## config.mk

```make
export PLATFORM = sky130hd
export DESIGN_NAME = pending_command_tracker
export DESIGN_NICKNAME = d
export VERILOG_FILES = /design/src/hw/rtl/pct_pkg.sv /design/src/hw/rtl/pending_command_tracker.sv /design/src/hw/rtl/pct_ctrl.sv /design/src/hw/rtl/pct_datapath.sv
export SDC_FILE = /design/constraint.sdc
export NUM_CORES = 2
export LEC_CHECK = 0
export BUFFER_PORTS_ARGS = -buffer_cell sky130_fd_sc_hd__buf_2
export CORE_UTILIZATION = 56
export DETAILED_ROUTE_END_ITERATION = 16
export PLACE_DENSITY = 0.87
export SLEW_MARGIN = 5
export SYNTH_ARGS = -nofsm -noshare
export SYNTH_HDL_FRONTEND = slang
export SYNTH_SLANG_ARGS = --single-unit
export TNS_END_PERCENT = 100
```

## constraint.sdc

```tcl
create_clock -name clk -period 14 [get_ports clk]
set_input_delay 2.8 -clock clk [delete_from_list [all_inputs] [get_ports clk]]
set_output_delay 2.8 -clock clk [all_outputs]
set_load 0.03 [all_outputs]
```

## src/hw/rtl/pct_pkg.sv

```systemverilog
`default_nettype none
// ----------------------------------------------------------------------------
// pct_pkg
// Shared types and constants of the pending command tracker.
// ----------------------------------------------------------------------------
package pct_pkg;

  // Item codes.
  typedef logic [1:0] item_cmd_t;
  localparam item_cmd_t CMD_ISSUE    = 2'd0;
  localparam item_cmd_t CMD_RESPONSE = 2'd1;
  localparam item_cmd_t CMD_TICK     = 2'd2;

  // Node ids at or above this value are rejected on issue.
  localparam logic [7:0] FEEDER_COUNT = 8'd32;

  // Contents of one tracking slot.
  typedef struct packed {
    logic [31:0] sequence_num;
    logic [7:0]  feeder;
    logic [31:0] sent_time;
    logic [31:0] wait_limit;
    logic        need_reply;
    logic [7:0]  command_type;
  } slot_entry_t;

  // Controller to datapath.
  typedef struct packed {
    logic capture;    // take the input item, restart the slot scan
    logic scan_read;  // read the slot at the scan index and advance
    logic finish;     // load the result register and update counters
  } ctl_cmd_t;

  // Datapath to controller.
  typedef struct packed {
    item_cmd_t in_cmd;    // code of the item offered on the input
    logic      scan_last; // scan index points at the last slot
    logic      out_free;  // result register can take a new result
  } dp_status_t;

endpackage : pct_pkg
`default_nettype wire

```

## src/hw/rtl/pending_command_tracker.sv

```systemverilog
`default_nettype none
// ----------------------------------------------------------------------------
// pending_command_tracker
// Tracks outstanding commands to remote nodes with per-slot timeouts.
// ----------------------------------------------------------------------------
// Input channel (in_valid/in_ready) carries one item: cmd 0 issues a command,
// cmd 1 reports a response, cmd 2 is a time tick. Output channel
// (out_valid/out_ready) returns exactly one result per item, with flags and
// the four running counters as they stand after that item.
// An item is taken only while the sequencer is idle. Issue, response and tick
// items walk all SLOT_COUNT slots through the slot memory, one slot read per
// cycle; a drain state then evaluates the last read and the done state loads
// the result. Only then can the next item be taken, so an item is not accepted
// before the result of the previous one is loaded. The unused code skips the
// scan and goes straight to the done state.
// The result sits in an output register; if the receiver stalls, the block
// holds the finished result and waits before loading the next one.
// Reset clears all waiting bits, the counters and both valid flags, and sets
// the next sequence number to one. No clearing pass is needed.
// ----------------------------------------------------------------------------
module pending_command_tracker #(
  parameter int SLOT_COUNT = 16
) (
  input  wire         clk,
  input  wire         rst,
  input  wire         in_valid,
  output logic        in_ready,
  input  wire [1:0]   cmd,
  input  wire [7:0]   feeder_id,
  input  wire         target_online,
  input  wire [7:0]   command_type,
  input  wire [31:0]  wait_limit_ms,
  input  wire         need_reply,
  input  wire         send_ok,
  input  wire [31:0]  response_sequence,
  input  wire [31:0]  now_ms,
  output logic        out_valid,
  input  wire         out_ready,
  output logic        accepted,
  output logic [31:0] sequence_out,
  output logic        tracked,
  output logic        matched,
  output logic [7:0]  matched_command_type,
  output logic        matched_need_reply,
  output logic [6:0]  expired_count,
  output logic [31:0] commands_sent_total,
  output logic [31:0] responses_total,
  output logic [31:0] timeouts_total,
  output logic [31:0] errors_total
);
  import pct_pkg::*;

  ctl_cmd_t   ctl;
  dp_status_t stat;

  pct_ctrl u_ctrl (
    .clk      (clk),
    .rst      (rst),
    .in_valid (in_valid),
    .in_ready (in_ready),
    .ctl      (ctl),
    .stat     (stat)
  );

  pct_datapath #(
    .SLOT_COUNT (SLOT_COUNT)
  ) u_datapath (
    .clk                  (clk),
    .rst                  (rst),
    .ctl                  (ctl),
    .stat                 (stat),
    .cmd                  (cmd),
    .feeder_id            (feeder_id),
    .target_online        (target_online),
    .command_type         (command_type),
    .wait_limit_ms        (wait_limit_ms),
    .need_reply           (need_reply),
    .send_ok              (send_ok),
    .response_sequence    (response_sequence),
    .now_ms               (now_ms),
    .out_valid            (out_valid),
    .out_ready            (out_ready),
    .accepted             (accepted),
    .sequence_out         (sequence_out),
    .tracked              (tracked),
    .matched              (matched),
    .matched_command_type (matched_command_type),
    .matched_need_reply   (matched_need_reply),
    .expired_count        (expired_count),
    .commands_sent_total  (commands_sent_total),
    .responses_total      (responses_total),
    .timeouts_total       (timeouts_total),
    .errors_total         (errors_total)
  );

endmodule : pending_command_tracker
`default_nettype wire

```

## src/hw/rtl/pct_ctrl.sv

```systemverilog
`default_nettype none
// ----------------------------------------------------------------------------
// pct_ctrl
// Sequencer: accepts an item, walks the slot scan, then hands off the result.
// ----------------------------------------------------------------------------
module pct_ctrl (
  input  wire                    clk,
  input  wire                    rst,
  input  wire                    in_valid,
  output logic                   in_ready,
  output pct_pkg::ctl_cmd_t      ctl,
  input  pct_pkg::dp_status_t    stat
);
  import pct_pkg::*;

  typedef enum logic [3:0] {
    S_IDLE  = 4'b0001,
    S_SCAN  = 4'b0010,
    S_DRAIN = 4'b0100,
    S_DONE  = 4'b1000
  } state_t;

  state_t state, state_next;

  always_ff @(posedge clk) begin
    if (rst) begin
      state <= S_IDLE;
    end else begin
      state <= state_next;
    end
  end

  always_comb begin
    state_next    = state;
    ctl           = '0;
    in_ready      = 1'b0;
    unique case (state)
      S_IDLE: begin
        in_ready = 1'b1;
        if (in_valid) begin
          ctl.capture = 1'b1;
          // The unused code skips the scan entirely.
          if (stat.in_cmd == CMD_ISSUE || stat.in_cmd == CMD_RESPONSE ||
              stat.in_cmd == CMD_TICK) begin
            state_next = S_SCAN;
          end else begin
            state_next = S_DONE;
          end
        end
      end
      S_SCAN: begin
        ctl.scan_read = 1'b1;
        if (stat.scan_last) begin
          state_next = S_DRAIN;
        end
      end
      S_DRAIN: begin
        // The last slot read is being evaluated this cycle.
        state_next = S_DONE;
      end
      S_DONE: begin
        if (stat.out_free) begin
          ctl.finish = 1'b1;
          state_next = S_IDLE;
        end
      end
      default: begin
        state_next = S_IDLE;
      end
    endcase
  end

endmodule : pct_ctrl
`default_nettype wire

```

## src/hw/rtl/pct_datapath.sv

```systemverilog
`default_nettype none
// ----------------------------------------------------------------------------
// pct_datapath
// Item registers, slot memory with waiting bits, scan evaluation, counters
// and the result register.
// ----------------------------------------------------------------------------
module pct_datapath #(
  parameter int SLOT_COUNT = 16
) (
  input  wire                  clk,
  input  wire                  rst,
  input  pct_pkg::ctl_cmd_t    ctl,
  output pct_pkg::dp_status_t  stat,
  input  wire [1:0]            cmd,
  input  wire [7:0]            feeder_id,
  input  wire                  target_online,
  input  wire [7:0]            command_type,
  input  wire [31:0]           wait_limit_ms,
  input  wire                  need_reply,
  input  wire                  send_ok,
  input  wire [31:0]           response_sequence,
  input  wire [31:0]           now_ms,
  output logic                 out_valid,
  input  wire                  out_ready,
  output logic                 accepted,
  output logic [31:0]          sequence_out,
  output logic                 tracked,
  output logic                 matched,
  output logic [7:0]           matched_command_type,
  output logic                 matched_need_reply,
  output logic [6:0]           expired_count,
  output logic [31:0]          commands_sent_total,
  output logic [31:0]          responses_total,
  output logic [31:0]          timeouts_total,
  output logic [31:0]          errors_total
);
  import pct_pkg::*;

  localparam int IDX_W = (SLOT_COUNT > 1) ? $clog2(SLOT_COUNT) : 1;

  // Captured item.
  item_cmd_t   cap_cmd;
  logic [7:0]  cap_feeder;
  logic        cap_online;
  logic [7:0]  cap_ctype;
  logic [31:0] cap_limit;
  logic        cap_reply;
  logic        cap_ok;
  logic [31:0] cap_rseq;
  logic [31:0] cap_now;

  // Slot storage.
  slot_entry_t            slot_mem [SLOT_COUNT];
  logic [SLOT_COUNT-1:0]  slot_waiting;
  slot_entry_t            rd_data;

  // Scan pipeline: read stage then evaluate stage.
  logic [IDX_W-1:0] scan_idx;
  logic [IDX_W-1:0] cmp_idx;
  logic             cmp_valid;

  // Per-item scan results.
  logic       found;
  logic [7:0] found_ctype;
  logic       found_reply;
  logic [6:0] expired_cnt;

  // Running state.
  logic [31:0] next_sequence;
  logic [31:0] sent_counter;
  logic [31:0] response_counter;
  logic [31:0] timeout_counter;
  logic [31:0] error_counter;

  logic        item_accepted;
  logic        issue_track;
  logic        cmp_waiting;
  logic [31:0] cmp_age;
  logic        do_claim;
  logic        do_match;
  logic        do_expire;
  slot_entry_t new_entry;

  logic [31:0] sent_counter_next;
  logic [31:0] error_counter_next;
  logic [31:0] response_counter_next;
  logic [31:0] timeout_counter_next;

  assign stat.in_cmd    = cmd;
  assign stat.scan_last = (scan_idx == IDX_W'(SLOT_COUNT - 1));
  assign stat.out_free  = !out_valid || out_ready;

  assign item_accepted = (cap_cmd == CMD_ISSUE) && (cap_feeder < FEEDER_COUNT) && cap_online;
  assign issue_track   = item_accepted && (cap_limit != 32'd0);

  assign cmp_waiting = slot_waiting[cmp_idx];
  // Age wraps modulo 2^32, so a sent time ahead of now reads as very old.
  assign cmp_age     = cap_now - rd_data.sent_time;

  assign do_claim  = cmp_valid && issue_track && !cmp_waiting && !found;
  assign do_match  = cmp_valid && (cap_cmd == CMD_RESPONSE) && cmp_waiting && !found &&
                     (rd_data.sequence_num == cap_rseq) && (rd_data.feeder == cap_feeder);
  assign do_expire = cmp_valid && (cap_cmd == CMD_TICK) && cmp_waiting &&
                     (cmp_age > rd_data.wait_limit);

  always_comb begin
    new_entry              = '0;
    new_entry.sequence_num = next_sequence;
    new_entry.feeder       = cap_feeder;
    new_entry.sent_time    = cap_now;
    new_entry.wait_limit   = cap_limit;
    new_entry.need_reply   = cap_reply;
    new_entry.command_type = cap_ctype;
  end

  always_comb begin
    sent_counter_next     = sent_counter;
    error_counter_next    = error_counter;
    response_counter_next = response_counter;
    timeout_counter_next  = timeout_counter + {25'd0, expired_cnt};
    if (item_accepted) begin
      if (cap_ok) begin
        sent_counter_next = sent_counter + 32'd1;
      end else begin
        error_counter_next = error_counter + 32'd1;
      end
    end
    if (cap_cmd == CMD_RESPONSE) begin
      response_counter_next = response_counter + 32'd1;
    end
  end

  // Item capture; payload only.
  always_ff @(posedge clk) begin
    if (ctl.capture) begin
      cap_cmd    <= cmd;
      cap_feeder <= feeder_id;
      cap_online <= target_online;
      cap_ctype  <= command_type;
      cap_limit  <= wait_limit_ms;
      cap_reply  <= need_reply;
      cap_ok     <= send_ok;
      cap_rseq   <= response_sequence;
      cap_now    <= now_ms;
    end
  end

  // Slot memory: one read at the scan index, one write at the evaluated index.
  always_ff @(posedge clk) begin
    if (ctl.scan_read) begin
      rd_data <= slot_mem[scan_idx];
    end
    if (do_claim) begin
      slot_mem[cmp_idx] <= new_entry;
    end
  end

  always_ff @(posedge clk) begin
    if (rst) begin
      slot_waiting <= '0;
      scan_idx     <= '0;
      cmp_idx      <= '0;
      cmp_valid    <= 1'b0;
      found        <= 1'b0;
      found_ctype  <= '0;
      found_reply  <= 1'b0;
      expired_cnt  <= '0;
    end else begin
      cmp_valid <= ctl.scan_read;
      cmp_idx   <= scan_idx;
      if (ctl.capture) begin
        scan_idx    <= '0;
        found       <= 1'b0;
        found_ctype <= '0;
        found_reply <= 1'b0;
        expired_cnt <= '0;
      end else if (ctl.scan_read) begin
        scan_idx <= scan_idx + IDX_W'(1);
      end
      if (do_claim) begin
        slot_waiting[cmp_idx] <= 1'b1;
        found                 <= 1'b1;
      end
      if (do_match) begin
        slot_waiting[cmp_idx] <= 1'b0;
        found                 <= 1'b1;
        found_ctype           <= rd_data.command_type;
        found_reply           <= rd_data.need_reply;
      end
      if (do_expire) begin
        slot_waiting[cmp_idx] <= 1'b0;
        expired_cnt           <= expired_cnt + 7'd1;
      end
    end
  end

  always_ff @(posedge clk) begin
    if (rst) begin
      next_sequence    <= 32'd1;
      sent_counter     <= '0;
      error_counter    <= '0;
      response_counter <= '0;
      timeout_counter  <= '0;
      out_valid        <= 1'b0;
    end else begin
      if (ctl.finish) begin
        out_valid        <= 1'b1;
        sent_counter     <= sent_counter_next;
        error_counter    <= error_counter_next;
        response_counter <= response_counter_next;
        timeout_counter  <= timeout_counter_next;
        if (item_accepted) begin
          next_sequence <= next_sequence + 32'd1;
        end
      end else if (out_ready) begin
        out_valid <= 1'b0;
      end
    end
  end

  always_ff @(posedge clk) begin
    if (ctl.finish) begin
      accepted             <= item_accepted;
      sequence_out         <= item_accepted ? next_sequence : 32'd0;
      tracked              <= issue_track && found;
      matched              <= (cap_cmd == CMD_RESPONSE) && found;
      matched_command_type <= (cap_cmd == CMD_RESPONSE) ? found_ctype : 8'd0;
      matched_need_reply   <= (cap_cmd == CMD_RESPONSE) && found_reply;
      expired_count        <= expired_cnt;
      commands_sent_total  <= sent_counter_next;
      responses_total      <= response_counter_next;
      timeouts_total       <= timeout_counter_next;
      errors_total         <= error_counter_next;
    end
  end

  // A result is never loaded over one that has not been taken.
  a_finish_free: assert property (@(posedge clk) disable iff (rst)
    ctl.finish |-> (!out_valid || out_ready))
    else $error("result register overwritten");

  // At most one slot is claimed or matched per item.
  a_single_hit: assert property (@(posedge clk) disable iff (rst)
    (found && cmp_valid) |-> !(do_claim || do_match))
    else $error("second slot hit in one scan");

  // A claimed slot is waiting from the next cycle on.
  a_claim_sets: assert property (@(posedge clk) disable iff (rst)
    do_claim |=> (slot_waiting[$past(cmp_idx)] && found))
    else $error("claimed slot not marked waiting");

  // Expiries in one scan cannot outnumber the slots.
  a_expired_bound: assert property (@(posedge clk) disable iff (rst)
    expired_cnt <= 7'(SLOT_COUNT))
    else $error("expiry count exceeds slot count");

endmodule : pct_datapath
`default_nettype wire

```

==> impl_metrics.yaml <==
worst_hold_path:
  hold_depth: 2
  holdCritStartpoint: "u_datapath.timeout_counter[2]$_SDFFE_PP0P_"
  hold_path_class: "reg -> reg"
  hold_end: "u_datapath.timeout_counter[2]$_SDFFE_PP0P_"
run:
  cap_violations: 1
sta:
  grt_setup_unrepaired: "false"
  skew_ps: 69.5
  final.setup.tns_ps: 0
  tightest_slew_ps: 1490
  whs_ps: 464
  period_needed_ps: 7530
  setup_viol: 0
  hold_viol: 0
  fmax_ghz: 0.133
  relSlewSlack_pct: -1.63
  timing.final.crit_share_pct: 53.8
  setup_ws_ps: 6470
  drv_slew: 1
clock_tree:
  htreeDepth: 4
  path_clk_slew_ps: 70
  tritoncts: "done"
  hold_buffers: 0
  root_buffer: "clkbuf_16"
  clock_latency_ps: 880
  clockBufferDepth: 3
  cts.sinks: 2424
  cts_resized: 0
  cts_made_buffers: 217
  post_cts_buffers: 0
setup_path:
  worstSetupPathType: "reg -> reg"
  cp.required_ps: 14740
  worstPathMaxFanout: 17
  worst_path_max_delay_cell: "a2111oi_0"
  r2r-start: "u_datapath.cap_now[6]$_DFFE_PP_"
  cp-end-kind: "flip-flop"
  reg2reg_setup_slack_ps: 6470
  cpPeakStageDelay_ps: 1300
  critPathBufInv: 0
  critPathLaunchType: "flip-flop"
  crit_arrival_ps: 8260
  critPathTopFamily: "compound AO/OA/AOI/OAI gates"
  worstReg2RegEnd: "u_datapath.slot_waiting[0]$_SDFF_PP0_"
  worstPathCellList: "ha_1, a2111oi_0, a21bo_2, a21oi_1, o21ai_0, o221ai_1, o41ai_1, xnor2_1, ha_1, and4_1, or3b_2, or2_2, o211ai_2, nor2_1, a22oi_4, a21oi_1, a211oi_1"
  ff2ff_path_depth: 17
cells_and_area:
  fin_util_pct: 63.5
  register_area_um2: 70700
  final_cell_mix: "edfxtp_1, mux4_2, buf_2"
  fillers: 10000
  layout-drive-gt1-share_pct: 25.2
  multi_input_area_um2: 22600
  syn_to_final_growth_pct: 12.4
  stdcell_count: 7583
  final_common_cell: "edfxtp_1"
  layout.nets: 5382
grt:
  grt_overflow_total: 0
  grt_pass1_vias: 52100
  antenna_found_initial: 22
  grt_pass1_wl_mm: 365
  grt_usage_pct: 30.0
  grt_max_degree: 122
yosys:
  syn-cell-area_um2: 94400
  synthDistinctLibCells: 73
  synth_edf_count: 2217
  netlist_instances: 4799
  ys_warn_count: 0
  syn_nets: 4998
  syn_avg_cell_area_um2: 19.7
  dominantRegCellSynth: "edfxtp_1"
  synth_seq_cells: 2424
  synth_seq_area_share_pct: 74.9
  synth-async-reset-ratio_pct: 0
route:
  wl_per_cell_um: 33.6
  dr.pass1.iters: 10
  viasPerCell: 6.90
  routed_wl_mm: 255
  drt_iter0_drc: 8514
  drc: 0
  drtAntennaViolNets: 0
  vias: 52300
placement:
  pre_cts_slack_ps: 7560
  dp_cells: 7168
  io_buffers: 301
  dp_hpwl_mm: 128
  gp_congestion: 0.874
power:
  ir_drop_v: 0.000151
  power.density_cell_area_nw_per_um2: 147
  total_leakage_power_uw: 0.0338
run_status:
  violations: "capacitance limit, slew limit"
  status: "complete, but fails checks"
floorplan:
  coreArea_um2: 167000
  rows: 150
  start_util_pct: 56.4
  ios: 302
  die_w_um: 413
  die-area_um2: 170000
  dieHeight_um: 413
## area by class of cell
cell class,count,area share [%]
diodes,5,0.0118
inverters,100,0.366
well taps,2204,2.60
multi-input cells,2064,21.3
flip-flops and latches,2424,66.7
repair buffers,376,1.99
clock buffers,297,5.79
clock inverters,113,1.27
## layer usage
metal | share of wire [%] | vias to the layer above | global-route usage (%)
li1 | - | 20000 | -
met1 | 33 | 26200 | 37.8
met2 | 48 | 4947 | 48.4
met3 | 12 | 1080 | 7.32
met4 | 6.0 | 32 | 15.6
met5 | 0.070 | - | 0
## synthesized netlist by cell type, drive strengths merged (32+ instances only)
cell type	n	share of area [%]
xor2	146	1.4
ha	76	1.0
mux4	570	14
buf	63	0.27
nor2b	34	0.23
or3	44	0.29
xnor2	137	1.3
dfxtp	207	4.4
a21oi	94	0.50
nand2	165	0.66
nor3	36	0.20
o21ai	67	0.36
a21o	32	0.25
clkbuf	148	0.59
and3	55	0.36
nand4	51	0.34
inv	100	0.40
nor2	247	0.99
nand3	84	0.45
edfxtp	2217	71
## worst register-to-register path, stage by stage, from the launching register on
cell and delay (ps):
edfxtp_1 730, ha_1 450, a2111oi_0 1300, a21bo_2 400, a21oi_1 100, o21ai_0 520, o221ai_1 280, o41ai_1 420
xnor2_1 140, ha_1 340, and4_1 260, or3b_2 520, or2_2 330, o211ai_2 290, nor2_1 140, a22oi_4 380
a21oi_1 300, a211oi_1 500
## flip-flops by register name, indices dropped and copies added (netlist names), 7 cells and up
register,cells
u_datapath.sequence_out,32
u_datapath.responses_total,32
u_datapath.expired_cnt,7
u_datapath.error_counter,32
u_datapath.cap_limit,32
u_datapath.commands_sent_total,32
u_datapath.matched_command_type,8
u_datapath.sent_counter,32
u_datapath.expired_count,7
u_datapath.timeout_counter,32
u_datapath.cap_rseq,32
u_datapath.slot_waiting,16
u_datapath.cap_feeder,8
u_datapath.next_sequence,32
u_datapath.cap_ctype,8
u_datapath.rd_data,113
u_datapath.timeouts_total,32
u_datapath.response_counter,32
u_datapath.slot_mem,1808
u_datapath.cap_now,32
u_datapath.errors_total,32
u_datapath.found_ctype,8
## report_power, final
part	total, µW	leakage (µW)	switching, µW	internal [µW]
clock	6320	0.00365	2730	3590
combinational	891	0.00852	544	348
sequential	8370	0.0216	238	8130
total	15600	0.0338	3510	12100
## cell families after synthesis
| family | share of synthesized area [%] |
|---|---|
| flops | 74.9 |
| simple gates | 4.49 |
| mux | 13.8 |
| xor+xnor | 2.63 |
| fa+ha+maj | 1.05 |
| compound gates | 1.86 |
| buf+inv | 1.25 |
## per-stage QoR
step,power (µW),instance area (µm²)
finish,15600,106000
global route,15900,106000
CTS,15600,106000
detailed placement,9310,98600
global placement,9250,98600
floorplan,8990,94400
## how the worst max path moves through the flow
| stage | end | startpoint | slack (ps) | depth (start not counted) |
|---|---|---|---|---|
| floorplan | u_datapath.timeout_counter[1]$_SDFFE_PP0P_ | out_ready | 4770 | 6 |
| global placement | u_datapath.expired_cnt[6]$_SDFFE_PP0P_ | in_valid | 7710 | 7 |
| detailed placement | u_datapath.expired_cnt[6]$_SDFFE_PP0P_ | in_valid | 7560 | 7 |
| CTS | u_datapath.slot_waiting[0]$_SDFF_PP0_ | u_datapath.cap_now[6]$_DFFE_PP_ | 7010 | 17 |
| global route | u_datapath.slot_waiting[0]$_SDFF_PP0_ | u_datapath.cap_now[6]$_DFFE_PP_ | 6370 | 17 |
| finish | u_datapath.slot_waiting[0]$_SDFF_PP0_ | u_datapath.cap_now[6]$_DFFE_PP_ | 6470 | 17 |
Note: power is estimated with default switching activity, not from simulation.
